$ cat src/hw/rtl/smd_pkg.sv
// Shared types, constants and helpers of the stream message deframer.
// No dependencies; imported by every module of the block.
package smd_pkg;

  localparam int unsigned MAX_SEP_DEFAULT = 8;
  localparam int unsigned HEADER_BYTES    = 5;
  localparam int unsigned QUEUE_DEPTH     = 4;
  localparam int unsigned CFG_IDX_W       = 8;
  localparam int unsigned CFG_DATA_W      = 64;
  localparam int unsigned SEP_STR_W       = 64;
  localparam int unsigned CNT_W           = 4;
  localparam int unsigned HDR_CNT_W       = 3;
  localparam int unsigned LEN_W           = 32;

  typedef enum logic [1:0] {
    MODE_PASS       = 2'd0,
    MODE_BYTE_SEP   = 2'd1,
    MODE_STR_SEP    = 2'd2,
    MODE_LEN_PREFIX = 2'd3
  } mode_e;

  typedef enum logic [CFG_IDX_W-1:0] {
    REG_MODE     = 8'd0,
    REG_SEP_BYTE = 8'd1,
    REG_SEP_STR  = 8'd2,
    REG_SEP_LEN  = 8'd3
  } cfg_reg_e;

  typedef struct packed {
    mode_e                mode;
    logic [7:0]           sep_byte;
    logic [SEP_STR_W-1:0] sep_str;
    logic [CNT_W-1:0]     sep_len;
  } cfg_t;

  // Flush flush_cnt separator bytes from index 0, then the optional tail result.
  typedef struct packed {
    logic [CNT_W-1:0] flush_cnt;
    logic             has_tail;
    logic [7:0]       tail_byte;
    logic             tail_valid;
    logic             tail_end;
  } cmd_t;

  function automatic logic [7:0] sep_at(logic [SEP_STR_W-1:0] s, logic [CNT_W-1:0] i);
    return s[i[2:0]*8 +: 8];
  endfunction

endpackage

$ cat src/hw/rtl/smd_front.sv
// Front end: accepts stream bytes, tracks separator and header state,
// and issues at most one command per byte. Depends on smd_pkg.
module smd_front import smd_pkg::*; #(
  parameter int unsigned MAX_SEPARATOR_BYTES = MAX_SEP_DEFAULT
) (
  input  logic       clk_i,
  input  logic       rst_ni,
  input  cfg_t       cfg_i,
  input  logic       accept_i,
  input  logic [7:0] data_byte_i,
  input  logic       chunk_end_i,
  output logic       push_o,
  output cmd_t       cmd_o
);

  logic [CNT_W-1:0]     match_q, match_d;
  logic [HDR_CNT_W-1:0] hdr_q, hdr_d;
  logic                 big_q, big_d;
  logic [LEN_W-1:0]     acc_q, acc_d;
  logic [LEN_W-1:0]     rem_q, rem_d;

  logic [CNT_W-1:0]     len_eff;
  logic [CNT_W-1:0]     mc_eff;
  logic [CNT_W-1:0]     mc_inc;
  logic [HDR_CNT_W-1:0] hdr_m1;
  logic [HDR_CNT_W-1:0] hdr_inc;
  logic [LEN_W-1:0]     acc_n;
  cmd_t                 cmd;

  assign len_eff = (cfg_i.sep_len > CNT_W'(MAX_SEPARATOR_BYTES)) ?
                   CNT_W'(MAX_SEPARATOR_BYTES) : cfg_i.sep_len;
  assign mc_eff  = (match_q >= len_eff) ? '0 : match_q;
  assign mc_inc  = mc_eff + 1'b1;
  assign hdr_m1  = hdr_q - 1'b1;
  assign hdr_inc = hdr_q + 1'b1;
  assign acc_n   = big_q ? {acc_q[LEN_W-9:0], data_byte_i}
                         : acc_q | ({24'b0, data_byte_i} << {hdr_m1[1:0], 3'b000});

  always_comb begin
    match_d = match_q;
    hdr_d   = hdr_q;
    big_d   = big_q;
    acc_d   = acc_q;
    rem_d   = rem_q;
    cmd     = '{flush_cnt: '0, has_tail: 1'b0, tail_byte: '0,
                tail_valid: 1'b0, tail_end: 1'b0};
    case (cfg_i.mode)
      MODE_BYTE_SEP: begin
        cmd.has_tail   = 1'b1;
        cmd.tail_byte  = data_byte_i;
        cmd.tail_valid = 1'b1;
        cmd.tail_end   = (data_byte_i == cfg_i.sep_byte);
      end
      MODE_LEN_PREFIX: begin
        if (rem_q != '0) begin
          rem_d          = rem_q - 1'b1;
          cmd.has_tail   = 1'b1;
          cmd.tail_byte  = data_byte_i;
          cmd.tail_valid = 1'b1;
          cmd.tail_end   = (rem_q == LEN_W'(1));
        end else if (hdr_q == '0) begin
          big_d = (data_byte_i != 8'h00);
          acc_d = '0;
          hdr_d = HDR_CNT_W'(1);
        end else begin
          acc_d = acc_n;
          hdr_d = hdr_inc;
          if (hdr_inc >= HDR_CNT_W'(HEADER_BYTES)) begin
            hdr_d = '0;
            if (acc_n == '0) begin
              cmd.has_tail = 1'b1;
              cmd.tail_end = 1'b1;
            end else begin
              rem_d = acc_n;
            end
          end
        end
      end
      MODE_STR_SEP: begin
        if (len_eff == '0) begin
          cmd.has_tail   = 1'b1;
          cmd.tail_byte  = data_byte_i;
          cmd.tail_valid = 1'b1;
          cmd.tail_end   = chunk_end_i;
        end else if (data_byte_i == sep_at(cfg_i.sep_str, mc_eff)) begin
          if (mc_inc >= len_eff) begin
            match_d      = '0;
            cmd.has_tail = 1'b1;
            cmd.tail_end = 1'b1;
          end else if (chunk_end_i) begin
            match_d       = '0;
            cmd.flush_cnt = mc_inc;
          end else begin
            match_d = mc_inc;
          end
        end else begin
          cmd.flush_cnt = mc_eff;
          match_d       = '0;
          if (data_byte_i == sep_at(cfg_i.sep_str, '0)) begin
            if (len_eff == CNT_W'(1)) begin
              cmd.has_tail = 1'b1;
              cmd.tail_end = 1'b1;
            end else if (chunk_end_i) begin
              cmd.has_tail   = 1'b1;
              cmd.tail_byte  = data_byte_i;
              cmd.tail_valid = 1'b1;
            end else begin
              match_d = CNT_W'(1);
            end
          end else begin
            cmd.has_tail   = 1'b1;
            cmd.tail_byte  = data_byte_i;
            cmd.tail_valid = 1'b1;
          end
        end
      end
      default: begin
        cmd.has_tail   = 1'b1;
        cmd.tail_byte  = data_byte_i;
        cmd.tail_valid = 1'b1;
        cmd.tail_end   = chunk_end_i;
      end
    endcase
  end

  assign cmd_o  = cmd;
  assign push_o = accept_i && (cmd.has_tail || (cmd.flush_cnt != '0));

  always_ff @(posedge clk_i or negedge rst_ni) begin
    if (!rst_ni) begin
      match_q <= '0;
      hdr_q   <= '0;
      big_q   <= 1'b0;
      acc_q   <= '0;
      rem_q   <= '0;
    end else if (accept_i) begin
      match_q <= match_d;
      hdr_q   <= hdr_d;
      big_q   <= big_d;
      acc_q   <= acc_d;
      rem_q   <= rem_d;
    end
  end

endmodule

$ cat src/hw/rtl/smd_queue.sv
// Short command queue between front and back end.
// Depends on smd_pkg for the command type and depth.
module smd_queue import smd_pkg::*; (
  input  logic clk_i,
  input  logic rst_ni,
  input  logic push_i,
  input  cmd_t cmd_i,
  input  logic pop_i,
  output logic full_o,
  output logic empty_o,
  output cmd_t head_o
);

  localparam int unsigned PTR_W = $clog2(QUEUE_DEPTH);
  localparam int unsigned CNT_QW = $clog2(QUEUE_DEPTH + 1);

  cmd_t              mem_q [QUEUE_DEPTH];
  logic [PTR_W-1:0]  wr_q, wr_d;
  logic [PTR_W-1:0]  rd_q, rd_d;
  logic [CNT_QW-1:0] cnt_q, cnt_d;

  assign full_o  = (cnt_q == CNT_QW'(QUEUE_DEPTH));
  assign empty_o = (cnt_q == '0);
  assign head_o  = mem_q[rd_q];

  always_comb begin
    wr_d  = push_i ? PTR_W'((wr_q + 1'b1) % QUEUE_DEPTH) : wr_q;
    rd_d  = pop_i  ? PTR_W'((rd_q + 1'b1) % QUEUE_DEPTH) : rd_q;
    cnt_d = cnt_q + CNT_QW'(push_i) - CNT_QW'(pop_i);
  end

  always_ff @(posedge clk_i) begin
    if (push_i) begin
      mem_q[wr_q] <= cmd_i;
    end
  end

  always_ff @(posedge clk_i or negedge rst_ni) begin
    if (!rst_ni) begin
      wr_q  <= '0;
      rd_q  <= '0;
      cnt_q <= '0;
    end else begin
      wr_q  <= wr_d;
      rd_q  <= rd_d;
      cnt_q <= cnt_d;
    end
  end

endmodule

$ cat src/hw/rtl/smd_back.sv
// Back end: expands queued commands into results, one per cycle while the
// output is not stalled, into the output register. Depends on smd_pkg.
module smd_back import smd_pkg::*; (
  input  logic                 clk_i,
  input  logic                 rst_ni,
  input  logic [SEP_STR_W-1:0] sep_str_i,
  input  logic                 empty_i,
  input  cmd_t                 head_i,
  output logic                 pop_o,
  output logic                 out_valid_o,
  input  logic                 out_stall_i,
  output logic [7:0]           out_byte_o,
  output logic                 byte_valid_o,
  output logic                 message_end_o
);

  logic [CNT_W-1:0] pos_q, pos_d;
  logic             ovalid_q, ovalid_d;
  logic [7:0]       obyte_q, obyte_d;
  logic             obv_q, obv_d;
  logic             oend_q, oend_d;
  logic             load;
  logic             in_flush;
  logic             last;

  assign load     = !ovalid_q || !out_stall_i;
  assign in_flush = (pos_q < head_i.flush_cnt);
  assign last     = in_flush ? ((pos_q + 1'b1 == head_i.flush_cnt) && !head_i.has_tail)
                             : 1'b1;
  assign pop_o    = load && !empty_i && last;

  always_comb begin
    pos_d    = pos_q;
    ovalid_d = ovalid_q;
    obyte_d  = obyte_q;
    obv_d    = obv_q;
    oend_d   = oend_q;
    if (load) begin
      ovalid_d = !empty_i;
      if (!empty_i) begin
        if (in_flush) begin
          obyte_d = sep_at(sep_str_i, pos_q);
          obv_d   = 1'b1;
          oend_d  = 1'b0;
        end else begin
          obyte_d = head_i.tail_byte;
          obv_d   = head_i.tail_valid;
          oend_d  = head_i.tail_end;
        end
        pos_d = last ? '0 : pos_q + 1'b1;
      end
    end
  end

  always_ff @(posedge clk_i) begin
    obyte_q <= obyte_d;
    obv_q   <= obv_d;
    oend_q  <= oend_d;
  end

  always_ff @(posedge clk_i or negedge rst_ni) begin
    if (!rst_ni) begin
      pos_q    <= '0;
      ovalid_q <= 1'b0;
    end else begin
      pos_q    <= pos_d;
      ovalid_q <= ovalid_d;
    end
  end

  assign out_valid_o   = ovalid_q;
  assign out_byte_o    = obyte_q;
  assign byte_valid_o  = obv_q;
  assign message_end_o = oend_q;

endmodule

$ cat src/hw/rtl/stream_message_deframer_top.sv
// Stream message deframer top level: configuration registers, front end,
// command queue and back end. Depends on smd_pkg, smd_front, smd_queue, smd_back.
//
// Takes one stream byte per cycle and splits the stream into messages in one of
// four framing modes (pass-through, byte separator, string separator, length
// prefix). Each accepted byte yields zero to eight results; results leave one per
// cycle from the output register while out_stall_i is low. A four-entry command
// queue between the byte classifier and the result expander absorbs the bursts
// when a partial separator match is flushed; input stalls only when that queue
// is full. Configuration writes are always ready and must be made while the
// block is idle.
module stream_message_deframer_top import smd_pkg::*; #(
  parameter int unsigned MAX_SEPARATOR_BYTES = MAX_SEP_DEFAULT
) (
  input  logic                  clk_i,
  input  logic                  rst_ni,
  input  logic                  cfg_valid_i,
  output logic                  cfg_ready_o,
  input  logic [CFG_IDX_W-1:0]  cfg_index_i,
  input  logic [CFG_DATA_W-1:0] cfg_data_i,
  input  logic                  in_valid_i,
  output logic                  in_stall_o,
  input  logic [7:0]            data_byte_i,
  input  logic                  chunk_end_i,
  output logic                  out_valid_o,
  input  logic                  out_stall_i,
  output logic [7:0]            out_byte_o,
  output logic                  byte_valid_o,
  output logic                  message_end_o
);

  cfg_t cfg_q, cfg_d;
  logic accept;
  logic push;
  logic pop;
  logic full;
  logic empty;
  cmd_t cmd;
  cmd_t head;

  assign cfg_ready_o = 1'b1;
  assign in_stall_o  = full;
  assign accept      = in_valid_i && !full;

  always_comb begin
    cfg_d = cfg_q;
    if (cfg_valid_i) begin
      case (cfg_index_i)
        REG_MODE:     cfg_d.mode     = mode_e'(cfg_data_i[1:0]);
        REG_SEP_BYTE: cfg_d.sep_byte = cfg_data_i[7:0];
        REG_SEP_STR:  cfg_d.sep_str  = cfg_data_i[SEP_STR_W-1:0];
        REG_SEP_LEN:  cfg_d.sep_len  = cfg_data_i[CNT_W-1:0];
        default: ;
      endcase
    end
  end

  always_ff @(posedge clk_i or negedge rst_ni) begin
    if (!rst_ni) begin
      cfg_q <= '{mode: MODE_PASS, sep_byte: '0, sep_str: '0, sep_len: '0};
    end else begin
      cfg_q <= cfg_d;
    end
  end

  smd_front #(
    .MAX_SEPARATOR_BYTES(MAX_SEPARATOR_BYTES)
  ) u_front (
    .clk_i      (clk_i),
    .rst_ni     (rst_ni),
    .cfg_i      (cfg_q),
    .accept_i   (accept),
    .data_byte_i(data_byte_i),
    .chunk_end_i(chunk_end_i),
    .push_o     (push),
    .cmd_o      (cmd)
  );

  smd_queue u_queue (
    .clk_i  (clk_i),
    .rst_ni (rst_ni),
    .push_i (push),
    .cmd_i  (cmd),
    .pop_i  (pop),
    .full_o (full),
    .empty_o(empty),
    .head_o (head)
  );

  smd_back u_back (
    .clk_i        (clk_i),
    .rst_ni       (rst_ni),
    .sep_str_i    (cfg_q.sep_str),
    .empty_i      (empty),
    .head_i       (head),
    .pop_o        (pop),
    .out_valid_o  (out_valid_o),
    .out_stall_i  (out_stall_i),
    .out_byte_o   (out_byte_o),
    .byte_valid_o (byte_valid_o),
    .message_end_o(message_end_o)
  );

endmodule

$ cat config.mk
export PLATFORM = sky130hd
export DESIGN_NAME = stream_message_deframer_top
export DESIGN_NICKNAME = d
export VERILOG_FILES = /design/src/hw/rtl/smd_pkg.sv /design/src/hw/rtl/smd_front.sv /design/src/hw/rtl/smd_queue.sv /design/src/hw/rtl/smd_back.sv /design/src/hw/rtl/stream_message_deframer_top.sv
export SDC_FILE = /design/constraint.sdc
export NUM_CORES = 1
export LEC_CHECK = 0
export BUFFER_PORTS_ARGS = -buffer_cell sky130_fd_sc_hd__buf_4
export CAP_MARGIN = 10
export CORE_ASPECT_RATIO = 0.75
export CORE_MARGIN = 4
export CORE_UTILIZATION = 30
export CTS_BUF_LIST = sky130_fd_sc_hd__clkbuf_8
export DETAILED_ROUTE_END_ITERATION = 8
export HOLD_SLACK_MARGIN = 0.08
export MAX_ROUTING_LAYER = met4
export PLACE_DENSITY = 0.51
export SYNTH_ARGS = -nofsm -noshare
export SYNTH_HDL_FRONTEND = slang
export SYNTH_HIERARCHICAL = 1
export SYNTH_SLANG_ARGS = --single-unit
export TNS_END_PERCENT = 10
$ cat constraint.sdc
create_clock -name clk_i -period 4.5 [get_ports clk_i]
set_clock_uncertainty 0.1 [all_clocks]
set_input_delay 0.9 -clock clk_i [delete_from_list [all_inputs] [get_ports clk_i]]
set_output_delay 0.9 -clock clk_i [all_outputs]
set_load 0.005 [all_outputs]
# --- After elaboration in Yosys (flattened, before gate mapping) ---
# Memories as Yosys holds them, arrays and structs flattened.
# Index checks and enable logic that the tools add are counted.
op_classes:
  add_sub_neg: 9
  n_lt_le_gt_ge: 5
  eq_ne: 15
  shifts: 3
  mux: 43
  n_bitwise: 4
  reduce_logical: 30
ops:
  columns: ["operator", "count"]
  rows:
  - ["32-bit two-way mux", 6]
  - ["64-bit by 7-bit variable part select with 8-bit output", 2]
  - ["4-bit two-way mux", 12]
  - ["11-bit one-hot mux with 3 select lines", 1]
  - ["32-bit by 1-bit equality test with 1-bit output (second input constant)", 1]
  - ["32-bit zero test", 1]
  - ["32-bit bitwise OR", 1]
  - ["32-bit nonzero test", 1]
  - ["8-bit by 5-bit << shifter with 32-bit output", 1]
  - ["32-bit by 1-bit subtractor with 32-bit output (second input constant)", 1]
  - ["9-bit two-way mux", 3]
  - ["8-bit equality test", 3]
  - ["10-bit two-way mux", 2]
  - ["8-bit by 2-bit equality test with 1-bit output (second input constant)", 2]
  - ["1-bit two-way mux", 14]
  - ["11-bit two-way mux", 1]
  - ["2-bit AND reduction", 5]
  - ["4-bit by 1-bit adder with 4-bit output (second input constant)", 2]
  - ["8-bit by 1-bit equality test with 1-bit output (second input constant)", 1]
  - ["4-bit greater-or-equal comparator", 2]
  - ["8-bit zero test", 1]
  - ["8-bit two-way mux", 1]
  - ["8-bit nonzero test", 1]
  - ["3-bit zero test", 2]
  - ["26 further kinds", 42]
word_totals:
  regBits: 172
  ramBits: 60
  inputBits: 86
  output_inout_bits: 13
  word_cells: 127
  mem_count: 1
mem_list:
  columns: ["name", "depth", "word_bits", "rd", "rd_clocked_by_memory_dff", "wr", "line_no", "source"]
  rows:
  - ["u_queue.mem_q", 4, 15, 1, 0, 1, "smd_queue.sv:17", "cmd_t mem_q [QUEUE_DEPTH];"]

# --- Depth between registers and ports, before layout ---
# Gate-level depths: netlist of the first run.
depth:
  depth_word: 15
  mapped_depth: 19
  ltp_nobuf: 18

# --- Cells and area by module ---
# The synthesis of the first run kept the hierarchy.
by_module_without_submodules:
  columns: ["mod", "instances", "cells_each", "area_each_um2", "seq_area_each_um2"]
  rows:
  - ["smd_front", 1, 733, 6223.5, 1801.7]
  - ["stream_message_deframer_top", 1, 172, 2989.1, 1951.9]
  - ["smd_queue", 1, 113, 2592.5, 1976.9]
  - ["smd_back", 1, 102, 1278.7, 425.4]

# --- Worst setup path after synthesis of the first run ---
# No wires, ideal clock.
synth_timing:
  kind: "reg-to-reg"
  start: "reg u_front.match_q[0]"
  end: "mem u_queue/mem_q[3][0] in the netlist's numbering (enable)"
  setup_time_ns: 0.372
  t_arrival_ns: 4.034
  required_ns: 4.028
  path_slack_ns: -0.006
  path_stages_with_launch: 18
  n_path_buf: 3
  period_less_slack_ns: 4.506
  cell_sequence: "dfrtp_1 buf_6 buf_4 inv_1 ha_1 or3b_1 a21oi_2 buf_4 nand2_1 xnor2_1 ha_1 a21o_1 a21oi_2 nand2_1 nor3_1 mux2i_1 o22ai_1 and2_1"
synth_between:
  elab_chain_cells: 13
  elab_cells_between_ends: 19
  classes_between: "add/sub: 1; order compare: 2; eq/ne: 1; shift: 1; mux: 11; reduce/logical: 3"
synth_lines:
  columns: ["element", "line_no", "source"]
  rows:
  - ["start: declaration", "smd_front.sv:16", "logic [CNT_W-1:0] match_q, match_d;"]
  - ["start signal: assignment", "smd_front.sv:137", "match_q <= match_d;"]
  - ["4-bit greater-or-equal comparator", "smd_front.sv:32", "assign mc_eff = (match_q >= len_eff) ? '0 : match_q;"]
  - ["4-bit two-way mux (*)", "smd_front.sv:32", null]
  - ["4-bit by 1-bit adder with 4-bit output", "smd_front.sv:33", "assign mc_inc = mc_eff + 1'b1;"]
  - ["4-bit greater-or-equal comparator / 4-bit two-way mux (equally long branches)", "smd_front.sv:86, smd_front.sv:90", null]
  - ["4-bit two-way mux", "smd_front.sv:86", "if (mc_inc >= len_eff) begin"]
  - ["5-bit two-way mux (*)", "smd_front.sv:85", "end else if (data_byte_i == sep_at(cfg_i.sep_str, mc_eff)) begin"]
  - ["4-bit two-way mux", "smd_front.sv:80", "if (len_eff == '0) begin"]
  - ["4-bit two-way mux", "smd_front.sv:47", "case (cfg_i.mode)"]
  - ["4-bit nonzero test", "smd_front.sv:127", "assign push_o = accept_i && (cmd.has_tail || (cmd.flush_cnt != '0));"]
  - ["1-bit logical OR (*)", "smd_front.sv:127", null]
  - ["1-bit logical AND (*)", "smd_front.sv:127", null]
  - ["via push", "stream_message_deframer_top.sv:34", "logic push;"]
  - ["1-bit two-way mux (*)", "smd_queue.sv:33", "if (push_i) begin"]
  - ["1-bit two-way mux (implied by the code) (*)", "smd_queue.sv:34", "mem_q[wr_q] <= cmd_i;"]
  - ["end: declaration", "smd_queue.sv:17", null]
# The timed path passes the listed nets; every way through them passes the cells marked *.

# --- Final worst setup path of the first run ---
layout_timing:
  start: "reg cfg_q[3] in the netlist's numbering"
  end: "reg u_queue.cnt_q[2]"
layout_between:
  elab_chain_cells: 15
  elab_cells_between_ends: 25
  classes_between: "add/sub: 3; order compare: 3; eq/ne: 2; shift: 1; mux: 12; reduce/logical: 4"
layout_lines:
  columns: ["element", "line_no", "source"]
  rows:
  - ["start: declaration", "stream_message_deframer_top.sv:32", "cfg_t cfg_q, cfg_d;"]
  - ["start signal: assignment", "stream_message_deframer_top.sv:60", "cfg_q <= '{mode: MODE_PASS, sep_byte: '0, sep_str: '0, sep_len: '0};"]
  - ["start signal: assignment", "stream_message_deframer_top.sv:62", "cfg_q <= cfg_d;"]
  - ["4-bit > comparator", "smd_front.sv:30", "assign len_eff = (cfg_i.sep_len > CNT_W'(MAX_SEPARATOR_BYTES)) ?"]
  - ["4-bit two-way mux (*)", "smd_front.sv:30", null]
  - ["4-bit greater-or-equal comparator", "smd_front.sv:32", null]
  - ["4-bit two-way mux", "smd_front.sv:32", null]
  - ["4-bit by 1-bit adder with 4-bit output", "smd_front.sv:33", null]
  - ["4-bit greater-or-equal comparator / 4-bit two-way mux (equally long branches)", "smd_front.sv:86, smd_front.sv:90", null]
  - ["4-bit two-way mux", "smd_front.sv:86", null]
  - ["5-bit two-way mux", "smd_front.sv:85", null]
  - ["4-bit two-way mux", "smd_front.sv:80", null]
  - ["4-bit two-way mux", "smd_front.sv:47", null]
  - ["4-bit nonzero test", "smd_front.sv:127", null]
  - ["1-bit logical OR (*)", "smd_front.sv:127", null]
  - ["1-bit logical AND (*)", "smd_front.sv:127", null]
  - ["via push", "stream_message_deframer_top.sv:34", null]
  - ["3-bit by 1-bit adder with 3-bit output (*)", "smd_queue.sv:29", "cnt_d = cnt_q + CNT_QW'(push_i) - CNT_QW'(pop_i);"]
  - ["3-bit by 1-bit subtractor with 3-bit output (*)", "smd_queue.sv:29", null]
  - ["via u_queue.cnt_d[2]", "smd_queue.sv:20", "logic [CNT_QW-1:0] cnt_q, cnt_d;"]
  - ["end signal: assignment", "smd_queue.sv:46", "cnt_q <= cnt_d;"]
  - ["end: declaration", "smd_queue.sv:20", null]
# Marks and branches as above.
# A chain may end at the register's enable or synchronous reset.

==> results.ini, run 1 <==
[drt]
ant_nets=0
wire_per_inst_um=20.57
vias_per_cell=5.225
drt_iter0_drc=738
wl_um=38080
drtPass1Iterations=5
vias=9672
drc=0

[yosys]
ys_seq_elements=232
syn_area_per_cell_um2=11.68
syn-cell-area_mm2=0.01308
ys.flop_type=dfrtp_1
synth-edff-count=70
synth_nets=1232
syn_inst=1120
ys_warn_count=6
yosysSeqAreaShare_pct=47.05
async_flop_share_pct=69.83
synthDistinctLibCells=88

[timing]
max_freq_ghz=0.2328
worstMarginPinSlew_ns=0.8751
report.final.slew_viol_count=0
hold_viol=0
setup_slack_ns=0.2049
setup_viol=0
finalCriticalPeriod_ns=4.295
tns_ns=0
relSlewSlack_pct=41.66
final.period_utilization_pct=95.45

[clock_tree]
cts_root_buffer=clkbuf_8
cts_sinks=232
cts_tree=done
hold_buffers=0
cts_buffers=42
clk_path_buf_depth=3
clk_pin_slew_ns=0.06
cts_max_level=2
insertion_delay_ns=0.58

[power]
power_density_mw_per_mm2=399.2
leakagePower_nw=6.774
ir_worst_vdd_uv=201.8

[run_status]
status=finished clean

[placed_design]
post-place-ws_ns=0.1699
port_buffers=97
place_hpwl_um=27120
gp_congestion=0.8452

[floorplan]
dieArea_mm2=0.04705
coreArea_mm2=0.04253
io_pins=99
die_w_um=249.1
row_count=65
start_util_pct=30.76
dieHeight_um=188.9

[global_routing]
grt_use_total_pct=16.33
grt_antenna_before_repair=1
grt_pass1_vias=9603
gr-total-overflow=0
grt_max_degree=77
grt_pass1_wl_um=58790

[critical_path]
worstPathMaxFanout=6
startpoint_type=flop
crit_path_end_kind=flop
path_class=flop to flop
critPathArrivalTime_ns=4.63
worstPathRequired_ns=4.84

[layout]
synthToLayoutAreaGrowth_pct=18.54
drive_gt1_share_pct=23.89
nets=1359

[job]
drv_cap=0

[worst_hold_path]
hp-class=input port to asynchronous set/reset pin

==> state kept, by name, summed over array words and instances, names as in the netlist <==
signal	cells
u_queue/wr_q	2
u_front/big_q	1
u_front/hdr_q	3
u_front/rem_q	32
u_back/pos_q	4
u_front/match_q	4
u_queue/cnt_q	3
u_back/out_valid_o	1
cfg_q	78
u_queue/rd_q	2
u_queue/mem_q	60
u_back/message_end_o	1
u_back/out_byte_o	8
u_back/byte_valid_o	1
u_front/acc_q	32
==> area by class of cell <==
class | count | area (um^2)
antenna | 1 | 2.502
tap | 569 | 711.9
multi-input combinational | 776 | 6364
sequential | 232 | 6156
clock buffer | 50 | 688.2
inverter | 37 | 140.1
clock inverter | 28 | 182.7
fill | 4189 | 27020
timing repair buffer | 158 | 1265
==> synth_stat cells (all sizes together), types with 3 or more instances <==
cell | n | area (um^2)
dfrtp | 162 | 4054
mux2 | 92 | 1036
nand2 | 86 | 322.8
edfxtp | 70 | 2102
nor3 | 53 | 281.5
nor2 | 51 | 191.4
buf | 43 | 325.3
o31ai | 41 | 312.8
mux4 | 40 | 953.4
o21ai | 39 | 206.5
a21oi | 38 | 209.0
inv | 36 | 135.1
clkbuf | 32 | 120.1
ha | 25 | 312.8
nand2b | 23 | 143.9
mux2i | 22 | 220.2
a22oi | 20 | 155.1
o22a | 19 | 166.4
nor4 | 16 | 100.1
nor3b | 15 | 122.6
xnor2 | 15 | 131.4
nand4 | 14 | 87.58
nand3 | 13 | 80.08
xor2 | 13 | 113.9
and2 | 12 | 75.07
nor2b | 11 | 68.82
and3b | 9 | 78.83
o211ai | 9 | 72.57
a21o | 7 | 52.55
a22o | 7 | 61.31
or3 | 7 | 43.79
a211o | 6 | 52.55
a211oi | 5 | 37.54
or2 | 5 | 31.28
a221oi | 4 | 35.03
a32oi | 4 | 35.03
nand3b | 4 | 42.54
nor4b | 4 | 50.05
o21a | 4 | 30.03
a311oi | 3 | 26.28
a31oi | 3 | 18.77
and3 | 3 | 18.77
or4 | 3 | 22.52
==> worst paths after layout <==
check                                   from                 to  slack, ns  cells after the start
min in group clk_i         u_front/acc_q[31]  u_front/acc_q[31]       0.38                      2
hold reg to reg            u_front/acc_q[31]  u_front/acc_q[31]       0.38                      2
setup / recovery                    cfg_q[3]   u_queue/cnt_q[2]       0.20                     14
max in group asynchronous             rst_ni  u_front/rem_q[21]       3.08                      2
setup reg to reg                    cfg_q[3]   u_queue/cnt_q[2]       0.20                     14
hold / removal                        rst_ni    u_queue/rd_q[0]       0.25                      1
==> cells in the final DEF (no fill, tap or decap), drive strengths merged, types with 7 or more instances in the layout <==
cell    count
dfrtp     162
buf       158
mux2       92
nand2      86
edfxtp     70
inv        56
nor3       53
nor2       51
clkbuf     50
o31ai      41
mux4       40
o21ai      39
a21oi      38
ha         25
nand2b     23
mux2i      22
a22oi      20
o22a       19
nor4       16
xnor2      15
nor3b      15
nand4      14
xor2       13
nand3      13
and2       12
nor2b      11
and3b       9
o211ai      9
a21o        7
a22o        7
or3         7
clkinv      7
==> through the flow <==
stage | total power [mW] | cells | area, um^2 | util, % | hold WS, ns
floorplan | 3.609 | 1120 | 13090 | - | 0.3487
global placement | 4.153 | 1771 | 14620 | 34.38 | 0.3647
detailed placement | 4.185 | 1771 | 14620 | 34.38 | 0.3710
CTS | 6.304 | 1849 | 15490 | 36.42 | 0.2713
global route | 6.549 | 1851 | 15510 | 36.46 | 0.2877
finish | 6.191 | 1851 | 15510 | 36.46 | 0.2455
==> report_power, final <==
part | switching (mW) | internal [mW]
clock | 0.937 | 1.14
combinational | 0.810 | 0.715
sequential | 0.148 | 2.45
total | 1.89 | 4.30
==> logic make-up (layout without fill, tap and decap cells) <==
group	Yosys count	in the layout	synth area share, %
and+or+nand+nor	338	338	14.12
DFF	232	232	47.05
AOI/OAI and AO/OA	228	228	12.84
muxes	154	154	16.89
buffers and inverters	112	273	4.476
xor gates and xnor gates	29	29	2.047
adders and majority gates	26	26	2.544
other	1	2	0.02866
==> worst max-delay path: stages (launching register included) <==
cell	delay (ns)
dfrtp_1	0.42
nor2b_1	0.22
ha_1	0.30
or3b_1	0.45
a221oi_1	0.35
o32ai_1	0.19
a311oi_1	0.37
o2111ai_2	0.17
nor3_4	0.33
mux2i_1	0.28
o22ai_1	0.10
buf_4	0.16
ha_1	0.21
fa_1	0.40
xnor2_1	0.13
==> routing by layer <==
metal	part of all wire, %	wire length (um)	up-vias	track usage, %
li1	-	-	4518	-
met1	51	19310	4865	24.83
met2	42	15970	244	22.61
met3	5.8	2227	45	3.186
met4	1.5	572	0	3.281
met5	0	0	-	-
==> repair_timing <==
item / 4_1_cts / 5_1_grt
setup buffers: 0 / 1
resized for setup: 0 / 2
hold endpoints to repair: 0 / 0
endpoints found under the setup margin: 0 / 27
Note: power is estimated with default switching activity, not from simulation.
==> run 2, diff against run 1 <==
- CORE_UTILIZATION: 30 -> 25
- PLACE_DENSITY: 0.51 -> 0.45
==> results.ini, run 2 (synthesized netlist as in run 1, its figures left out) <==
[global_routing]
grt_max_degree=74
grt_antenna_before_repair=3
grt_pass1_wl_um=60490
grt_use_total_pct=14.40
gr-total-overflow=0
grt_pass1_vias=9777

[drt]
drtPass1Iterations=5
drt_iter0_drc=730
drc=0
wl_um=39330
vias=9591
vias_per_cell=4.824
wire_per_inst_um=19.78
ant_nets=0

[critical_path]
crit_path_end_kind=flop
worstPathRequired_ns=4.89
slowest_delay_ns=0.45
worstReg2RegEnd=u_queue/cnt_q[2]
startpoint_type=flop
worstPathMaxFanout=8
regToRegStartpoint=cfg_q[0]
slowest_stage=or3b_1
crit_family=simple AND/OR/NAND/NOR gates
r2r_setup_slack_ns=0.23
r2r_cells=16
path_class=flop to flop
path_buf_inv=3
cp_cell_sequence=nor2b_1 -> ha_1 -> or3b_1 -> a21oi_4 -> buf_4 -> mux2i_1 -> xor2_1 -> o2111ai_2 -> nor3_4 -> buf_12 -> mux2i_1 -> o22ai_1 -> buf_4 -> ha_1 -> fa_1 -> xnor2_1
critPathArrivalTime_ns=4.66

[timing]
tns_ns=0
report.final.slew_viol_count=0
hold_ws_ns=0.2801
finalCriticalPeriod_ns=4.270
hold_viol=0
rsz0062_at_grt=true
max_freq_ghz=0.2342
setup_viol=0
worstMarginPinSlew_ns=0.8962
relSlewSlack_pct=40.25
final.period_utilization_pct=94.90
setup_slack_ns=0.2296

[placed_design]
post-place-ws_ns=0.03393
place_hpwl_um=27900
gp_congestion=0.7975
port_buffers=97

[layout]
nets=1365
layout_commonest_cell=dfrtp_1
mostFrequentLayoutCells=dfrtp_1 (162), buf_4 (152), nand2_1 (85), edfxtp_1 (70), mux2_1 (67)
drive_gt1_share_pct=23.85
largest_register_ff_count=78
synthToLayoutAreaGrowth_pct=19.78
reg_top3=cfg_q x78, u_queue/mem_q x60
top_register=cfg_q
fin_util_pct=30.36

[floorplan]
start_util_pct=25.35
io_pins=99
dieHeight_um=206.1
die_w_um=272.2
coreArea_mm2=0.05162
row_count=72
dieArea_mm2=0.05610

[run_status]
status=finished clean

[clock_tree]
cts_buffers=44
cts_sinks=232
insertion_delay_ns=0.60
cts_max_level=2
cts_root_buffer=clkbuf_8
cts_tree=done
hold_buffers=0
clk_pin_slew_ns=0.06
clk_path_buf_depth=3

[power]
finalPower_mw=5.995
ir_worst_vdd_uv=211.9
power_density_mw_per_mm2=382.6
leakagePower_nw=6.775

[job]
drv_cap=0

[worst_hold_path]
hp-class=input port to asynchronous set/reset pin

[run 2: cell types whose count changed in the layout (fill, tap and decap cells not counted), moves of 2 or more]
cell / previous run / this run
clkbuf_8: 50 / 48
bufinv_16: 2 / 0
buf_12: 6 / 9
inv_8: 2 / 0
inv_1: 52 / 55
[run 2: what timing repair did]
| action | in CTS | in global routing |
|---|---|---|
| pin swaps | 1 | 2 |
| endpoints found under the setup margin | 1 | 62 |
| setup buffers | 0 | 6 |
| resized for setup | 0 | 5 |
[run 2: final cells by class]
class / instances / area, um^2
Multi-Input combinational cell: 776 / 6380
Fill cell: 5220 / 35950
Antenna cell: 2 / 5.005
Tap cell: 703 / 879.6
Timing Repair Buffer: 162 / 1333
Clock buffer: 48 / 660.6
Clock inverter: 28 / 117.6
Sequential cell: 232 / 6156
Inverter: 37 / 140.1
[run 2: worst max-delay path by stage]
| stage | slack (ns) | startpoint | cells past startpoint | to |
|---|---|---|---|---|
| detailed placement | 0.03 | cfg_q[0] | 15 | u_queue/cnt_q[2] |
| finish | 0.23 | cfg_q[0] | 16 | u_queue/cnt_q[2] |
| global placement | 0.11 | cfg_q[0] | 15 | u_queue/cnt_q[2] |
| CTS | 0.06 | cfg_q[0] | 14 | u_queue/cnt_q[2] |
| global route | -0.04 | cfg_q[3] | 17 | u_queue/cnt_q[2] |
| floorplan | -0.006 | u_front/match_q[0] | 17 | u_queue/mem_q[2][0] |
[run 2: per-layer routing]
layer  GRT usage (%)  up-vias  wire (um)
li1                -     4525          -
met5               -        -          0
met4           3.398        0        509
met2           20.54      223      16900
met1           21.04     4807      19810
met3           2.832       36       2117
[run 2: power by group]
group	internal [mW]	switching, mW
Combinational	0.700	0.818
Sequential	2.45	0.144
Clock	0.973	0.912
[run 2: per-stage QoR]
stage          cell area (um^2)  instances
2_1_floorplan             13090       1120
3_3_place_gp              14810       1904
3_5_place_dp              14810       1904
4_1_cts                   15580       1980
5_1_grt                   15670       1988
6_report                  15670       1988
